<file path="src/hdl/mwpm_ram.sv">
module mwpm_ram #(
   parameter int WIDTH = 8,
   parameter int DEPTH = 32,
   localparam int ADDR_W = (DEPTH > 1) ? $clog2(DEPTH) : 1
) (
   input  logic              clock,
   input  logic              wr_en,
   input  logic [ADDR_W-1:0] wr_addr,
   input  logic [WIDTH-1:0]  wr_data,
   input  logic [ADDR_W-1:0] rd_addr,
   output logic [WIDTH-1:0]  rd_data
);

   logic [WIDTH-1:0] mem_ff [DEPTH];
   logic [WIDTH-1:0] rd_data_ff;

   always_ff @(posedge clock) begin
      if (wr_en) begin
         mem_ff[wr_addr] <= wr_data;
      end
      rd_data_ff <= mem_ff[rd_addr];
   end

   assign rd_data = rd_data_ff;

endmodule

</file>
<file path="config.mk">
export PLATFORM = sky130hd
export DESIGN_NAME = mwpm_ram
export DESIGN_NICKNAME = d
export VERILOG_FILES = /design/src/hdl/mwpm_ram.sv
export SDC_FILE = /design/constraint.sdc
export NUM_CORES = 1
export LEC_CHECK = 0
export BUFFER_PORTS_ARGS = -buffer_cell sky130_fd_sc_hd__buf_2
export CORE_UTILIZATION = 40
export DETAILED_ROUTE_END_ITERATION = 16
export GPL_ROUTABILITY_DRIVEN = 1
export GPL_TIMING_DRIVEN = 0
export SYNTH_ARGS = -nofsm -noshare
export SYNTH_HDL_FRONTEND = slang
export SYNTH_SLANG_ARGS = --single-unit
</file>
<file path="constraint.sdc">
create_clock -name clock -period 4.8 [get_ports clock]
set_input_delay 0.48 -clock clock [delete_from_list [all_inputs] [get_ports clock]]
set_output_delay 0.48 -clock clock [all_outputs]
set_load 0.02 [all_outputs]
</file>
# Word level (Yosys, flattened, before mapping)
# Memories as Yosys holds them, arrays and structs flattened. A register that Yosys moved wholly into a read port is not among the register bits.
# Cells that the tools add are included.
word_totals:
  regBits: 0
  ramBits: 256
  out_inout_bits: 8
  wordCells: 3
  mem_count: 1
mem_list:
  columns: ["memory", "words", "word_bits", "read_ports", "rd_ports_with_merged_regs", "write_ports", "line_no", "text"]
  rows:
  - ["mem_ff", 32, 8, 1, 1, 1, "14", "logic [WIDTH-1:0] mem_ff [DEPTH];"]
classes:
  muxes: 2
op_table:
  columns: ["operator", "n"]
  rows:
  - ["$mux 1", 2]

# Logic depth before layout (Yosys ltp)
depth:
  word_depth: 2
  mapped_depth: 5
  ltp_nobuf: 3

# Worst setup path before layout
# Ideal clock, no wire load.
synth_path:
  path_type: "input-to-reg"
  startpoint: "in rd_addr[2]"
  endpoint: "reg rd_data_ff[0], in the netlist rd_data[0], read port of mem_ff"
  setup_ns: 0.121
  arrival_ns: 2.162
  required_time_ns: 4.679
  slack_ns: 2.518
  stages: 5
  n_path_buf: 2
  path_cell_list: "clkbuf_1 > clkbuf_1 > mux4_2 > mux4_2 > mux2_2"
synth_lines:
  columns: ["item", "line_no", "text"]
  rows:
  - ["start, declared", "10", "input logic [ADDR_W-1:0] rd_addr,"]
  - ["end, declared", "15", "logic [WIDTH-1:0] rd_data_ff;"]

==> results.md <==
* Outcome: completed
* Worst min path class: input pin to flip-flop
* GR met3 Demand/Resource at 2.69%
* GRT Util Overall at 16.0%
* Max-cap violation count at 0
* Final Core Density at 47.2%
* Clock Latency Late Sink at 0.53 ns
* Met2 GRT Util at 23.9%
* Syn_nets at 437
* Average routed wire per standard cell at 25.0 um
* Post-CTS Setup Bufs at 0
* Worst setup SP type: input pin
* # H-tree levels at 1
* Yosys warning count at 0
* Flops & latches, synth at 264
* Final-stage net count at 488
* Site Rows at 57
* Cells after synthesis at 417
* Initial Util at 41.1%
* Antenna violation net count after detailed routing at 0
* Post-DR vias/cell at 5.51
* Area grow syn2layout at 14.8%
* Min Tclk post-route at 2.45 ns
* Max_slew headroom at 39.2%
* Port buffer count at 22
* Post-synthesis simple-gate area fraction at 2.07%
* Clock Skew at 0.0172 ns
* Grt ovf at 0
* Arr. time, crit path at 2.86 ns
* Die ar. at 25800 um^2
* Leak Pwr at 3.57 nW
* Routed wire length at 20300 um
* Commonest non-fill, non-tap cell in the layout: edfxtp_1
* Most frequent cells in the layout: edfxtp_1 (256), mux4_2 (80), nor2_1 (33), clkbuf_16 (27), buf_2 (23)
* Final Hold Fails at 0
* Clock transition at the registers of the reported paths at 0.07 ns
* Unrepaired setup endpoints after global routing: false
* Mux contribution to synthesized area at 18.8%
* Number of global-route vias before repair at 4515
* Clock Sinks at 264
* Final GP Congestion at 0.730
* Post-DP HPWL at 13100 um
* Worst setup path category: input pin to flip-flop
* Slew @ Worst Pin at 0.909 ns
* Design area at 11500 um^2
* Clock root buffer: clkbuf_16
* CTS tree: yes
* Core area at 24500 um^2
* XOR/XNOR Fraction of Synth Area at 0%
* Main combinational cell family by area after synthesis: multiplexers
* Final slew viol count at 0
* Residual DRC at 0
* Worst path required time at 5.21 ns
* Post-Syn Area at 10100 um^2
* GR Util met1 at 24.8%
* Global-route wire length before repair at 30100 um
* Layout cell share with drive strength beyond 1 at 33.5%
* Inserted Diodes at 0
* Unique masters post-synth at 15
* Max frequency at 0.408 GHz
* Final setup TNS at 0 ns
* Maximum VDD drop at 321 uV
* Total placed cells including tap cells at 763
* Die Wd at 161 um
* Post-CTS Resized at 0
* Compound-cell area share of the yosys netlist at 0%
* Final setup fails at 0
* Placed cell areas at 10600 um^2
* Tcrit/Tclk final at 51.0%
* Starting DRT DRC Count at 407
* Avg Cell Area, Syn at 24.1 um^2
* Synth Area in Adders at 0%
* DR vias at 4481
* Pin count of the biggest net entering global routing at 33
* # fillers at 2000
* Initial DRT Pass Iterations at 5
* Critical path endpoint category: flip-flop
* Die height at 161 um
* Post-synthesis sequential area ratio at 78.1%
* PwrDens at 442 nW/um^2
* GRT Max-Usage Layer: met1
* Initial antenna violation count at 0
* Cts hold-fix bufs at 0
* I/O Pins at 28
* Clk buf depth at 3
* Final Non-Filler Cells at 813
* CTS Buf Count at 27
* Worst Path Max Fanout at 10
==> flip-flops by register name, indices dropped and copies added (netlist names) <==
| signal | count |
|---|---|
| rd_data | 8 |
| mem_ff | 256 |
==> Yosys cell counts, drive strengths merged <==
master  count  area share [%]
nand3b      5            0.37
or3b        3            0.26
edfxtp    256              76
nand2       1           0.037
dfxtp       8             1.6
clkbuf      6            0.22
nor2       33             1.2
buf        14            0.83
nand3       2            0.10
mux4       80              18
or3         1           0.062
mux2        8            0.90
==> layout make-up <==
| class | count | area (um^2) | share of cell area [%] |
|---|---|---|---|
| buffer | 20 | 106 | 0.922 |
| clock buffer | 29 | 683 | 5.92 |
| clock inverter | 21 | 289 | 2.50 |
| multi-input combinational | 133 | 2100 | 18.2 |
| sequential | 264 | 7850 | 68.0 |
| tap | 324 | 405 | 3.51 |
| timing repair buffer | 22 | 110 | 0.954 |
==> cell families (layout without fill, tap and decap cells) <==
family	after synthesis	in the layout
buffers and inverters	20	92
flip-flops	264	264
multiplexers	88	88
AND/OR/NAND/NOR	45	45
==> metal layers <==
layer	wire length [um]	vias to the layer above
met2	9270	143
met4	344	0
li1	-	1882
met3	1250	26
met1	9450	2430
met5	0	-
==> through the flow <==
step	hold slack [ns]	total power (W)	setup slack, ns
2_1_floorplan	0.579	0.00277	2.52
3_3_place_gp	0.901	0.00287	1.82
3_5_place_dp	0.897	0.00288	1.83
4_1_cts	0.462	0.00513	2.37
5_1_grt	0.467	0.00522	2.29
6_report	0.460	0.00510	2.35
==> worst max-delay path, stage by stage <==
cell and delay (ns):
clkbuf_1 0.46, buf_1 0.61, mux4_2 0.47, mux4_2 0.54, mux2_2 0.28
==> worst paths after layout <==
check | from | endpoint | slack, ns | cells past startpoint
setup / recovery | rd_addr[2] | rd_data[1] | 2.35 | 5
hold / removal | wr_data[6] | mem_ff[16][6] | 0.46 | 1
setup reg to reg | mem_ff[21][1] | rd_data[1] | 2.93 | 3
hold reg to reg | mem_ff[28][1] | rd_data[1] | 0.93 | 3
==> power breakdown <==
| group | switching, W | total (W) | internal [W] | leakage (nW) |
|---|---|---|---|---|
| clock network | 0.000866 | 0.00227 | 0.00141 | 0.467 |
| logic | 0.000149 | 0.000253 | 0.000105 | 0.733 |
| registers | 0.00000768 | 0.00257 | 0.00256 | 2.37 |
| total | 0.00102 | 0.00510 | 0.00408 | 3.57 |
Note: power is estimated with default switching activity, not from simulation.
